==> src/rtl/ralc_pkg.sv <==
// Package of the RGB LED animation controller: codes, types and shared functions.
// Depends on nothing; the modules of the block and the bench refer to it by scoped names.
package ralc_pkg;

  localparam int ADDR_W = 4;

  localparam logic [1:0] REG_PERIOD    = 2'd0;
  localparam logic [1:0] REG_SWEEP_MIN = 2'd1;
  localparam logic [1:0] REG_SWEEP_MAX = 2'd2;

  localparam logic [1:0] ACT_SET   = 2'd0;
  localparam logic [1:0] ACT_TICK  = 2'd1;
  localparam logic [1:0] ACT_EVT_A = 2'd2;
  localparam logic [1:0] ACT_EVT_B = 2'd3;

  localparam logic [2:0] MODE_OFF           = 3'd0;
  localparam logic [2:0] MODE_SOLID         = 3'd1;
  localparam logic [2:0] MODE_FADE          = 3'd2;
  localparam logic [2:0] MODE_FADE_BLINK3   = 3'd3;
  localparam logic [2:0] MODE_BLINK         = 3'd4;
  localparam logic [2:0] MODE_BLINK_FOREVER = 3'd5;
  localparam logic [2:0] MODE_DISCO         = 3'd6;
  localparam logic [2:0] MODE_NONE          = 3'd7;

  localparam logic [7:0]  FULL_SCALE    = 8'hFF;
  localparam logic [6:0]  FADE_DIVIDE   = 7'h7F;
  localparam logic [7:0]  SWEEP_DIVIDE  = 8'hFF;
  localparam logic [15:0] FADE_BLINKS   = 16'd3;
  localparam logic [15:0] PERIOD_RESET  = 16'd255;
  localparam logic [15:0] SWEEP_MIN_RST = 16'd0;
  localparam logic [15:0] SWEEP_MAX_RST = 16'd255;

  typedef struct packed {
    logic [15:0] pwm_period;
    logic [15:0] sweep_min;
    logic [15:0] sweep_max;
  } ralc_cfg_t;

  typedef struct packed {
    logic [1:0]  action;
    logic [2:0]  mode;
    logic [7:0]  red;
    logic [7:0]  green;
    logic [7:0]  blue;
    logic [7:0]  alpha;
    logic [15:0] duration;
  } ralc_cmd_t;

  typedef struct packed {
    logic [15:0] red_duty;
    logic [15:0] green_duty;
    logic [15:0] blue_duty;
    logic [2:0]  current_mode;
    logic        unit_a_events_on;
    logic        unit_b_events_on;
  } ralc_result_t;

  typedef struct packed {
    logic        up;
    logic [15:0] val;
  } ralc_sweep_t;

  // Computes colour * alpha / 255 exactly for 16-bit products, then lowers a
  // duty that equals the period by one.
  function automatic logic [15:0] scale_duty(input logic [7:0] c, input logic [7:0] a,
                                             input logic [15:0] period);
    logic [15:0] prod;
    logic [16:0] sum;
    logic [15:0] s;
    prod = {8'd0, c} * {8'd0, a};
    sum  = {1'b0, prod} + {9'd0, prod[15:8]} + 17'd1;
    s    = {8'd0, sum[15:8]};
    if (s == period) begin
      s = period - 16'd1;
    end
    return s;
  endfunction

  // One step of the triangle sweep between lo and hi.
  function automatic ralc_sweep_t sweep_step(input logic [15:0] v, input logic up,
                                             input logic [15:0] lo, input logic [15:0] hi);
    ralc_sweep_t r;
    r.up = up;
    if (up) begin
      if (v < hi) begin
        r.val = v + 16'd1;
      end else begin
        r.up  = 1'b0;
        r.val = v - 16'd1;
      end
    end else if (v == lo) begin
      r.up  = 1'b1;
      r.val = v + 16'd1;
    end else begin
      r.val = v - 16'd1;
    end
    return r;
  endfunction

endpackage

==> src/rtl/ralc_cmd_if.sv <==
// Command channel of the LED animation controller: one command word per handshake.
// Depends on nothing.
interface ralc_cmd_if;
  logic        valid;
  logic        ready;
  logic [1:0]  action;
  logic [2:0]  mode;
  logic [7:0]  red;
  logic [7:0]  green;
  logic [7:0]  blue;
  logic [7:0]  alpha;
  logic [15:0] duration;

  modport source (output valid, action, mode, red, green, blue, alpha, duration,
                  input ready);
  modport sink (input valid, action, mode, red, green, blue, alpha, duration,
                output ready);
endinterface

==> src/rtl/ralc_duty_if.sv <==
// Result channel of the LED animation controller: one duty word per handshake.
// Depends on nothing.
interface ralc_duty_if;
  logic        valid;
  logic        ready;
  logic [15:0] red_duty;
  logic [15:0] green_duty;
  logic [15:0] blue_duty;
  logic [2:0]  current_mode;
  logic        unit_a_events_on;
  logic        unit_b_events_on;

  modport source (output valid, red_duty, green_duty, blue_duty, current_mode,
                  unit_a_events_on, unit_b_events_on, input ready);
  modport sink (input valid, red_duty, green_duty, blue_duty, current_mode,
                unit_a_events_on, unit_b_events_on, output ready);
endinterface

==> src/rtl/ralc_cfg_regs.sv <==
// APB register file of the LED animation controller: period and sweep limits.
// Depends on ralc_pkg.
module ralc_cfg_regs (
  input  logic                       clk,
  input  logic                       rst,
  input  logic                       psel,
  input  logic                       penable,
  input  logic                       pwrite,
  input  logic [ralc_pkg::ADDR_W-1:0] paddr,
  input  logic [31:0]                pwdata,
  output logic [31:0]                prdata,
  output logic                       pready,
  output ralc_pkg::ralc_cfg_t        cfg
);

  logic       wr_en;
  logic [1:0] reg_idx;

  assign pready  = 1'b1;
  assign wr_en   = psel && penable && pwrite;
  assign reg_idx = paddr[ralc_pkg::ADDR_W-1:2];

  always_ff @(posedge clk) begin
    if (rst) begin
      cfg.pwm_period <= ralc_pkg::PERIOD_RESET;
      cfg.sweep_min  <= ralc_pkg::SWEEP_MIN_RST;
      cfg.sweep_max  <= ralc_pkg::SWEEP_MAX_RST;
    end else if (wr_en) begin
      case (reg_idx)
        ralc_pkg::REG_PERIOD:    cfg.pwm_period <= pwdata[15:0];
        ralc_pkg::REG_SWEEP_MIN: cfg.sweep_min  <= pwdata[15:0];
        ralc_pkg::REG_SWEEP_MAX: cfg.sweep_max  <= pwdata[15:0];
        default: begin
        end
      endcase
    end
  end

  always_comb begin
    case (reg_idx)
      ralc_pkg::REG_PERIOD:    prdata = {16'd0, cfg.pwm_period};
      ralc_pkg::REG_SWEEP_MIN: prdata = {16'd0, cfg.sweep_min};
      ralc_pkg::REG_SWEEP_MAX: prdata = {16'd0, cfg.sweep_max};
      default:                 prdata = 32'd0;
    endcase
  end

endmodule

==> src/rtl/ralc_in_reg.sv <==
// Input register of the LED animation controller: captures one command word.
// Depends on ralc_pkg and ralc_cmd_if.
module ralc_in_reg (
  input  logic                clk,
  input  logic                rst,
  ralc_cmd_if.sink            cmd,
  input  logic                take,
  output logic                item_valid,
  output ralc_pkg::ralc_cmd_t item
);

  assign cmd.ready = !item_valid || take;

  always_ff @(posedge clk) begin
    if (rst) begin
      item_valid <= 1'b0;
    end else if (cmd.ready) begin
      item_valid <= cmd.valid;
    end
  end

  always_ff @(posedge clk) begin
    if (cmd.valid && cmd.ready) begin
      item.action   <= cmd.action;
      item.mode     <= cmd.mode;
      item.red      <= cmd.red;
      item.green    <= cmd.green;
      item.blue     <= cmd.blue;
      item.alpha    <= cmd.alpha;
      item.duration <= cmd.duration;
    end
  end

endmodule

==> src/rtl/ralc_anim.sv <==
// Animation state and result register of the LED animation controller.
// Depends on ralc_pkg and ralc_duty_if.
module ralc_anim (
  input  logic                clk,
  input  logic                rst,
  input  ralc_pkg::ralc_cfg_t cfg,
  input  logic                item_valid,
  input  ralc_pkg::ralc_cmd_t item,
  output logic                take,
  ralc_duty_if.source         duty
);

  logic [2:0]  mode_reg;
  logic [7:0]  stored_red;
  logic [7:0]  stored_green;
  logic [7:0]  stored_blue;
  logic [8:0]  stored_alpha;
  logic [15:0] blinks_left;
  logic        blink_phase;
  logic [6:0]  fade_prescale;
  logic        use_fade_update;
  logic [1:0]  events_enabled;
  logic [15:0] duty_regs [3];
  logic [2:0]  sweep_up;
  logic [7:0]  sweep_prescale [2];

  logic [2:0]  mode_reg_next;
  logic [7:0]  stored_red_next;
  logic [7:0]  stored_green_next;
  logic [7:0]  stored_blue_next;
  logic [8:0]  stored_alpha_next;
  logic [15:0] blinks_left_next;
  logic        blink_phase_next;
  logic [6:0]  fade_prescale_next;
  logic        use_fade_update_next;
  logic [1:0]  events_enabled_next;
  logic [15:0] duty_regs_next [3];
  logic [2:0]  sweep_up_next;
  logic [7:0]  sweep_prescale_next [2];

  logic                   res_valid;
  ralc_pkg::ralc_result_t res;

  logic                   apply;
  logic [7:0]             col_r;
  logic [7:0]             col_g;
  logic [7:0]             col_b;
  logic [7:0]             alpha_sel;
  logic                   unit;
  logic                   sweep_a;
  logic                   sweep_b;
  ralc_pkg::ralc_sweep_t  sw [3];

  assign take = item_valid && (!res_valid || duty.ready);

  assign sw[0] = ralc_pkg::sweep_step(duty_regs[0], sweep_up[0], cfg.sweep_min, cfg.sweep_max);
  assign sw[1] = ralc_pkg::sweep_step(duty_regs[1], sweep_up[1], cfg.sweep_min, cfg.sweep_max);
  assign sw[2] = ralc_pkg::sweep_step(duty_regs[2], sweep_up[2], cfg.sweep_min, cfg.sweep_max);

  always_comb begin
    mode_reg_next          = mode_reg;
    stored_red_next        = stored_red;
    stored_green_next      = stored_green;
    stored_blue_next       = stored_blue;
    stored_alpha_next      = stored_alpha;
    blinks_left_next       = blinks_left;
    blink_phase_next       = blink_phase;
    fade_prescale_next     = fade_prescale;
    use_fade_update_next   = use_fade_update;
    events_enabled_next    = events_enabled;
    sweep_up_next          = sweep_up;
    sweep_prescale_next[0] = sweep_prescale[0];
    sweep_prescale_next[1] = sweep_prescale[1];
    apply                  = 1'b0;
    col_r                  = stored_red;
    col_g                  = stored_green;
    col_b                  = stored_blue;
    alpha_sel              = stored_alpha[7:0];
    sweep_a                = 1'b0;
    sweep_b                = 1'b0;
    unit                   = (item.action == ralc_pkg::ACT_EVT_B);

    case (item.action)
      ralc_pkg::ACT_SET: begin
        mode_reg_next = item.mode;
        case (item.mode)
          ralc_pkg::MODE_OFF: begin
            events_enabled_next = 2'b00;
            apply               = 1'b1;
            alpha_sel           = 8'd0;
          end
          ralc_pkg::MODE_SOLID: begin
            events_enabled_next = 2'b00;
            apply               = 1'b1;
            col_r               = item.red;
            col_g               = item.green;
            col_b               = item.blue;
            alpha_sel           = item.alpha;
          end
          ralc_pkg::MODE_FADE, ralc_pkg::MODE_FADE_BLINK3: begin
            stored_red_next      = item.red;
            stored_green_next    = item.green;
            stored_blue_next     = item.blue;
            stored_alpha_next    = 9'd1;
            use_fade_update_next = 1'b1;
            events_enabled_next  = 2'b01;
          end
          ralc_pkg::MODE_BLINK, ralc_pkg::MODE_BLINK_FOREVER: begin
            events_enabled_next = 2'b00;
            stored_red_next     = item.red;
            stored_green_next   = item.green;
            stored_blue_next    = item.blue;
            stored_alpha_next   = {1'b0, item.alpha};
            blinks_left_next    = item.duration;
          end
          ralc_pkg::MODE_DISCO: begin
            use_fade_update_next = 1'b0;
            events_enabled_next  = 2'b11;
          end
          default: begin
          end
        endcase
      end
      ralc_pkg::ACT_TICK: begin
        if (mode_reg == ralc_pkg::MODE_BLINK || mode_reg == ralc_pkg::MODE_BLINK_FOREVER) begin
          apply = 1'b1;
          if (!blink_phase) begin
            blink_phase_next = 1'b1;
            blinks_left_next = blinks_left - 16'd1;
          end else begin
            alpha_sel        = 8'd0;
            blink_phase_next = 1'b0;
            if (blinks_left == 16'd0 && mode_reg == ralc_pkg::MODE_BLINK) begin
              mode_reg_next = ralc_pkg::MODE_OFF;
            end
          end
        end
      end
      ralc_pkg::ACT_EVT_A, ralc_pkg::ACT_EVT_B: begin
        if (events_enabled[unit]) begin
          if (use_fade_update) begin
            if (fade_prescale != ralc_pkg::FADE_DIVIDE) begin
              fade_prescale_next = fade_prescale + 7'd1;
            end else begin
              fade_prescale_next = 7'd0;
              if (!stored_alpha[8]) begin
                apply             = 1'b1;
                stored_alpha_next = stored_alpha + 9'd1;
              end else if (mode_reg == ralc_pkg::MODE_FADE_BLINK3) begin
                blink_phase_next    = 1'b1;
                mode_reg_next       = ralc_pkg::MODE_BLINK;
                events_enabled_next = 2'b00;
                stored_alpha_next   = {1'b0, ralc_pkg::FULL_SCALE};
                blinks_left_next    = ralc_pkg::FADE_BLINKS;
              end else begin
                mode_reg_next       = ralc_pkg::MODE_SOLID;
                events_enabled_next = 2'b00;
              end
            end
          end else if (sweep_prescale[unit] == ralc_pkg::SWEEP_DIVIDE) begin
            sweep_prescale_next[unit] = 8'd0;
            sweep_a                   = !unit;
            sweep_b                   = unit;
          end else begin
            sweep_prescale_next[unit] = sweep_prescale[unit] + 8'd1;
          end
        end
      end
      default: begin
      end
    endcase

    if (sweep_a) begin
      sweep_up_next[0] = sw[0].up;
      sweep_up_next[1] = sw[1].up;
    end
    if (sweep_b) begin
      sweep_up_next[2] = sw[2].up;
    end

    if (apply) begin
      duty_regs_next[0] = ralc_pkg::scale_duty(col_r, alpha_sel, cfg.pwm_period);
      duty_regs_next[1] = ralc_pkg::scale_duty(col_g, alpha_sel, cfg.pwm_period);
      duty_regs_next[2] = ralc_pkg::scale_duty(col_b, alpha_sel, cfg.pwm_period);
    end else begin
      duty_regs_next[0] = sweep_a ? sw[0].val : duty_regs[0];
      duty_regs_next[1] = sweep_a ? sw[1].val : duty_regs[1];
      duty_regs_next[2] = sweep_b ? sw[2].val : duty_regs[2];
    end
  end

  always_ff @(posedge clk) begin
    if (rst) begin
      mode_reg          <= ralc_pkg::MODE_OFF;
      stored_red        <= 8'd0;
      stored_green      <= 8'd0;
      stored_blue       <= 8'd0;
      stored_alpha      <= 9'd0;
      blinks_left       <= 16'd0;
      blink_phase       <= 1'b0;
      fade_prescale     <= 7'd0;
      use_fade_update   <= 1'b0;
      events_enabled    <= 2'b00;
      duty_regs[0]      <= ralc_pkg::SWEEP_MIN_RST;
      duty_regs[1]      <= ralc_pkg::SWEEP_MIN_RST;
      duty_regs[2]      <= ralc_pkg::SWEEP_MIN_RST;
      sweep_up          <= 3'b111;
      sweep_prescale[0] <= 8'd0;
      sweep_prescale[1] <= 8'd0;
      res_valid         <= 1'b0;
    end else begin
      if (take) begin
        mode_reg          <= mode_reg_next;
        stored_red        <= stored_red_next;
        stored_green      <= stored_green_next;
        stored_blue       <= stored_blue_next;
        stored_alpha      <= stored_alpha_next;
        blinks_left       <= blinks_left_next;
        blink_phase       <= blink_phase_next;
        fade_prescale     <= fade_prescale_next;
        use_fade_update   <= use_fade_update_next;
        events_enabled    <= events_enabled_next;
        duty_regs[0]      <= duty_regs_next[0];
        duty_regs[1]      <= duty_regs_next[1];
        duty_regs[2]      <= duty_regs_next[2];
        sweep_up          <= sweep_up_next;
        sweep_prescale[0] <= sweep_prescale_next[0];
        sweep_prescale[1] <= sweep_prescale_next[1];
        res_valid         <= 1'b1;
      end else if (duty.ready) begin
        res_valid <= 1'b0;
      end
    end
  end

  always_ff @(posedge clk) begin
    if (take) begin
      res.red_duty         <= duty_regs_next[0];
      res.green_duty       <= duty_regs_next[1];
      res.blue_duty        <= duty_regs_next[2];
      res.current_mode     <= mode_reg_next;
      res.unit_a_events_on <= events_enabled_next[0];
      res.unit_b_events_on <= events_enabled_next[1];
    end
  end

  assign duty.valid            = res_valid;
  assign duty.red_duty         = res.red_duty;
  assign duty.green_duty       = res.green_duty;
  assign duty.blue_duty        = res.blue_duty;
  assign duty.current_mode     = res.current_mode;
  assign duty.unit_a_events_on = res.unit_a_events_on;
  assign duty.unit_b_events_on = res.unit_b_events_on;

endmodule

==> src/rtl/rgb_led_animation_controller_core.sv <==
// A command word is captured in the input register, and its duty word is then registered
// in the result register. One word per cycle while the sink is ready; the animation
// state is updated in the cycle that moves a word from the input to the result register.
// Reset (rst, synchronous): mode off, duties zero, events off, registers to defaults.
// Depends on ralc_pkg, ralc_cmd_if, ralc_duty_if, ralc_cfg_regs, ralc_in_reg, ralc_anim.
module rgb_led_animation_controller_core (
  input  logic                        clk,
  input  logic                        rst,
  input  logic                        psel,
  input  logic                        penable,
  input  logic                        pwrite,
  input  logic [ralc_pkg::ADDR_W-1:0] paddr,
  input  logic [31:0]                 pwdata,
  output logic [31:0]                 prdata,
  output logic                        pready,
  ralc_cmd_if.sink                    cmd,
  ralc_duty_if.source                 duty
);

  ralc_pkg::ralc_cfg_t cfg;
  ralc_pkg::ralc_cmd_t item;
  logic                item_valid;
  logic                take;

  ralc_cfg_regs u_cfg_regs (
    .clk     (clk),
    .rst     (rst),
    .psel    (psel),
    .penable (penable),
    .pwrite  (pwrite),
    .paddr   (paddr),
    .pwdata  (pwdata),
    .prdata  (prdata),
    .pready  (pready),
    .cfg     (cfg)
  );

  ralc_in_reg u_in_reg (
    .clk        (clk),
    .rst        (rst),
    .cmd        (cmd),
    .take       (take),
    .item_valid (item_valid),
    .item       (item)
  );

  ralc_anim u_anim (
    .clk        (clk),
    .rst        (rst),
    .cfg        (cfg),
    .item_valid (item_valid),
    .item       (item),
    .take       (take),
    .duty       (duty)
  );

endmodule

==> src/flat_wrapper.sv <==
// flat-port wrapper written by rule: the top's interface ports become plain ports
module rgb_led_animation_controller_core_flat 
  (clk, rst, psel, penable, pwrite, paddr, pwdata, prdata, pready, cmd_valid, cmd_action, cmd_mode, cmd_red, cmd_green, cmd_blue, cmd_alpha, cmd_duration, cmd_ready, duty_valid, duty_red_duty, duty_green_duty, duty_blue_duty, duty_current_mode, duty_unit_a_events_on, duty_unit_b_events_on, duty_ready);
  ralc_cmd_if cmd_i ();
  ralc_duty_if duty_i ();
  input  logic clk;
  input  logic rst;
  input  logic psel;
  input  logic penable;
  input  logic pwrite;
  input  logic [ralc_pkg::ADDR_W-1:0] paddr;
  input  logic [31:0] pwdata;
  output logic [31:0] prdata;
  output logic pready;
  input wire logic [$bits(cmd_i.valid)-1:0] cmd_valid;
  input wire logic [$bits(cmd_i.action)-1:0] cmd_action;
  input wire logic [$bits(cmd_i.mode)-1:0] cmd_mode;
  input wire logic [$bits(cmd_i.red)-1:0] cmd_red;
  input wire logic [$bits(cmd_i.green)-1:0] cmd_green;
  input wire logic [$bits(cmd_i.blue)-1:0] cmd_blue;
  input wire logic [$bits(cmd_i.alpha)-1:0] cmd_alpha;
  input wire logic [$bits(cmd_i.duration)-1:0] cmd_duration;
  output wire logic [$bits(cmd_i.ready)-1:0] cmd_ready;
  output wire logic [$bits(duty_i.valid)-1:0] duty_valid;
  output wire logic [$bits(duty_i.red_duty)-1:0] duty_red_duty;
  output wire logic [$bits(duty_i.green_duty)-1:0] duty_green_duty;
  output wire logic [$bits(duty_i.blue_duty)-1:0] duty_blue_duty;
  output wire logic [$bits(duty_i.current_mode)-1:0] duty_current_mode;
  output wire logic [$bits(duty_i.unit_a_events_on)-1:0] duty_unit_a_events_on;
  output wire logic [$bits(duty_i.unit_b_events_on)-1:0] duty_unit_b_events_on;
  input wire logic [$bits(duty_i.ready)-1:0] duty_ready;
  assign cmd_i.valid = cmd_valid;
  assign cmd_i.action = cmd_action;
  assign cmd_i.mode = cmd_mode;
  assign cmd_i.red = cmd_red;
  assign cmd_i.green = cmd_green;
  assign cmd_i.blue = cmd_blue;
  assign cmd_i.alpha = cmd_alpha;
  assign cmd_i.duration = cmd_duration;
  assign cmd_ready = cmd_i.ready;
  assign duty_valid = duty_i.valid;
  assign duty_red_duty = duty_i.red_duty;
  assign duty_green_duty = duty_i.green_duty;
  assign duty_blue_duty = duty_i.blue_duty;
  assign duty_current_mode = duty_i.current_mode;
  assign duty_unit_a_events_on = duty_i.unit_a_events_on;
  assign duty_unit_b_events_on = duty_i.unit_b_events_on;
  assign duty_i.ready = duty_ready;
  rgb_led_animation_controller_core u_core (.clk(clk), .rst(rst), .psel(psel), .penable(penable), .pwrite(pwrite), .paddr(paddr), .pwdata(pwdata), .prdata(prdata), .pready(pready), .cmd(cmd_i), .duty(duty_i));
endmodule
==> config.mk <==
export PLATFORM = sky130hd
export DESIGN_NAME = rgb_led_animation_controller_core_flat
export DESIGN_NICKNAME = d
export VERILOG_FILES = /design/src/rtl/ralc_pkg.sv /design/src/rtl/ralc_cmd_if.sv /design/src/rtl/ralc_duty_if.sv /design/src/rtl/ralc_cfg_regs.sv /design/src/rtl/ralc_in_reg.sv /design/src/rtl/ralc_anim.sv /design/src/rtl/rgb_led_animation_controller_core.sv /design/src/flat_wrapper.sv
export SDC_FILE = /design/constraint.sdc
export NUM_CORES = 1
export LEC_CHECK = 0
export BUFFER_PORTS_ARGS = -buffer_cell sky130_fd_sc_hd__buf_2
export CORE_MARGIN = 2
export CORE_UTILIZATION = 30
export DETAILED_ROUTE_END_ITERATION = 8
export HOLD_SLACK_MARGIN = 0.1
export SLEW_MARGIN = 30
export SYNTH_ARGS = -nofsm -noshare
export SYNTH_HDL_FRONTEND = slang
export SYNTH_SLANG_ARGS = --single-unit
==> constraint.sdc <==
create_clock -name clk -period 12.9 [get_ports clk]
set_input_delay 2.58 -clock clk [delete_from_list [all_inputs] [get_ports clk]]
set_output_delay 2.58 -clock clk [all_outputs]
set_load 0.005 [all_outputs]
==> run_results.csv <==
group,metric,value,unit
setup_path,crit_required,13.10,ns
routing,vias_per_cell,5.20,
clock_network,post_cts_buffers,0,
clock_network,clock_path_buffers,3,
setup_path,crit_path_max_incr_delay,0.78,ns
timing,worstMarginPinSlew,0.943,ns
synthesis,synth.yosys.seq_area_share,0.297,
synthesis,synth_enable_flop_cells,170,
grt,grt_pass1_wl,114000,µm
timing,slew_headroom,0.353,
synthesis,yosys_warnings,0,
setup_path,crit_type,"flop to flop",
placement,dp.final_hpwl,55200,µm
pwr,p_per_area,84.0,nW/µm²
placement,io_buffers,148,
placement,placed_area,26700,µm²
timing,final_hold_viol_count,0,
clock_network,postCtsHoldBufs,0,
floorplan,io_pins,184,
synthesis,ys.flop_type,"edfxtp_1",
placement,gp_congestion,0.942,
grt,grt_antenna_before_repair,2,
floorplan,die_x,293,µm
final_layout,largest-register,"u_core.u_in_reg.item",
grt,grt_max_degree,63,
timing,post-route-period-util,0.839,
routing,drc,0,
routing,antenna_left,0,
setup_path,cp-end-kind,"flop",
final_layout,stdcell_area,27900,µm²
clock_network,root_buffer,"clkbuf_16",
grt,use_met1,0.240,
clock_network,clk_latency,0.55,ns
setup_path,worstPathArrival,11.02,ns
grt,grtUsageTotal,0.167,
synthesis,synth_seq_cells,286,
timing,rsz0062_at_grt,"no",
grt,grt_overflow,0,
final_layout,num-fill-cells,8514,
final_layout,area_growth,11.5,%
floorplan,die-area,85800,µm²
grt,grt_use_met3,0.0237,
timing,period_needed,10.82,ns
synthesis,ys_async_sr_fraction,0,
pwr,p_leak,11.5,nW
final_layout,final_util,0.339,
grt,grt_pass1_vias,20100,
clock_network,cts_buffers,35,
setup_path,start_kind,"flop",
floorplan,start_util,0.304,
setup_path,crit_path_max_fanout,16,
synthesis,synth_cell_types,113,
timing,tns,0,ns
floorplan,rows,105,
floorplan,dieHeight,293,µm
final_layout,drive_above_1_share,0.120,
routing,first_pass_iters,7,
outcome,status,"finished clean",
setup_path,cp_common_cell,"inv_1",
routing,drt_wl_total,72900,µm
clock_network,path_clk_slew,0.06,ns
timing,drv_slew,0,
final_layout,top_regs,"u_core.u_in_reg.item (53), u_core.u_anim.duty_regs (48), u_core.u_cfg_regs.cfg (48)",
timing,max_clock_freq,92.4,MHz
floorplan,core_area,82400,µm²
timing,setup_viol,0,
timing,clock_skew,0.0297,ns
setup_path,slowest_stage,"mux2i_1",
grt,grt.busiest_layer,"met2",
grt,grt.met2_usage,0.260,
synthesis,syn_area_per_cell,8.62,µm²
routing,via_count,21100,
clock_network,cts_sinks,286,
pwr,ir_drop,0.0000874,V
hold_path,min-delay-path-class,"flop to flop",
clock_network,ctsResizeCount,0,
final_layout,final_nets,3341,
clock_network,h-tree-depth,2,
clock_network,cts_tree,"built",
final_layout,largest_reg_flops,53,
synthesis,syn_inst,2904,
routing,drtIter0Drc,1651,
routing,wl_per_cell,18.0,µm
synthesis,synth_area,25000,µm²
run,cap_viol_max_count,0,
power breakdown:
| group | switching (mW) | total [mW] | internal (mW) | leakage, nW |
|---|---|---|---|---|
| combinational | 0.160 | 0.248 | 0.0883 | 8.30 |
| sequential | 0.0439 | 1.05 | 1.01 | 2.64 |
| clock | 0.395 | 1.04 | 0.649 | 0.582 |
| total | 0.599 | 2.35 | 1.75 | 11.5 |
cells in the mapped netlist, drive strengths merged, types with 10 or more instances:
cell / number / area, µm²
mux2i: 73 / 731
nand4: 24 / 156
dfxtp: 116 / 2320
nor3: 69 / 350
nand3: 78 / 403
buf: 44 / 269
nor3b: 11 / 82.6
clkbuf: 133 / 502
o21a: 16 / 128
and2: 33 / 206
ha: 179 / 2240
a211oi: 35 / 283
a21oi: 195 / 983
a21o: 31 / 233
inv: 228 / 856
fa: 108 / 2160
or2: 57 / 359
a22oi: 18 / 135
or4: 10 / 78.8
nand3b: 11 / 82.6
xor2: 89 / 780
nand2b: 23 / 144
o22ai: 14 / 125
nor4: 23 / 159
nand2: 329 / 1230
mux2: 13 / 154
o21ai: 108 / 544
nor2: 316 / 1190
edfxtp: 170 / 5100
or3: 20 / 130
and3: 34 / 218
nor2b: 12 / 75.1
xnor2: 109 / 962
o211ai: 35 / 268
cell families after synthesis:
logic type / count (synthesis) / synth area share
adders and majority gates: 287 / 0.176
buffers and inverters: 406 / 0.0651
other: 2 / 0.000300
xor gates and xnor gates: 202 / 0.0731
AOI/OAI and AO/OA: 561 / 0.150
DFF: 286 / 0.297
and+or+nand+nor: 1074 / 0.203
muxes: 86 / 0.0353
layout by cell type (no fill, tap or decap), types with 12 or more instances in the layout:
| cell | n |
|---|---|
| nor3_1 | 65 |
| inv_1 | 227 |
| xor2_1 | 89 |
| and2_1 | 31 |
| o21ai_0 | 93 |
| nor4_1 | 22 |
| or3_1 | 19 |
| edfxtp_1 | 170 |
| nor2b_1 | 12 |
| conb_1 | 17 |
| nor2_1 | 315 |
| ha_1 | 179 |
| fa_1 | 108 |
| a22oi_1 | 18 |
| nand4_1 | 23 |
| o21ai_1 | 14 |
| o211ai_1 | 34 |
| a21o_1 | 30 |
| or2_2 | 51 |
| mux2i_1 | 70 |
| and3_1 | 33 |
| o21a_1 | 15 |
| buf_4 | 32 |
| buf_2 | 147 |
| nand3_1 | 77 |
| dfxtp_1 | 116 |
| a211oi_1 | 31 |
| clkbuf_16 | 35 |
| nand2b_1 | 23 |
| a21oi_1 | 192 |
| nand2_1 | 327 |
| xnor2_1 | 107 |
worst paths after layout:
kind	startpoint	to	slack, ns	cells past startpoint
max	u_core.u_in_reg.item[50]	u_core.u_anim.duty.blue_duty[0]	2.08	31
min	u_core.u_anim.stored_blue[5]	u_core.u_anim.stored_blue[5]	0.45	2
max reg2reg	u_core.u_in_reg.item[50]	u_core.u_anim.duty.blue_duty[0]	2.08	31
min reg2reg	u_core.u_anim.stored_blue[5]	u_core.u_anim.stored_blue[5]	0.45	2
metal layers:
| metal | wire (µm) | vias up |
|---|---|---|
| li1 | - | 10200 |
| met1 | 35100 | 10200 |
| met2 | 32100 | 640 |
| met3 | 4030 | 99 |
| met4 | 1660 | 0 |
| met5 | 0 | - |
through the flow:
| stage | hold slack (ns) | instances | power [mW] | setup slack [ns] |
|---|---|---|---|---|
| after floorplan | 0.435 | 2919 | 1.22 | 3.79 |
| after global placement | 0.440 | 3991 | 1.32 | 2.10 |
| after detailed placement | 0.447 | 3991 | 1.32 | 1.89 |
| after CTS | 0.455 | 4053 | 2.37 | 1.87 |
| after global routing | 0.471 | 4054 | 2.44 | 1.57 |
| final | 0.453 | 4054 | 2.35 | 2.08 |
final cells by class:
type                       instances  area, µm²  share of cell area
timing repair buffer             179        976              0.0349
antenna                            1       2.50           0.0000896
sequential                       286       7430               0.266
tap                             1070       1340              0.0479
clock buffer                      50        976              0.0349
inverter                         229        860              0.0308
clock inverter                    12        225             0.00806
multi-input combinational       2227      16100               0.577
worst max-delay path, delay by kind of cell (launching register included):
kind            cells  cell delay, ns
fa+ha+maj           6            2.84
simple gates        7            2.64
compound gates      8            1.68
mux                 2            1.27
xor+xnor            2            0.82
buf+inv             6            0.64
flops               1            0.56
(Power assumes the default switching activity.)
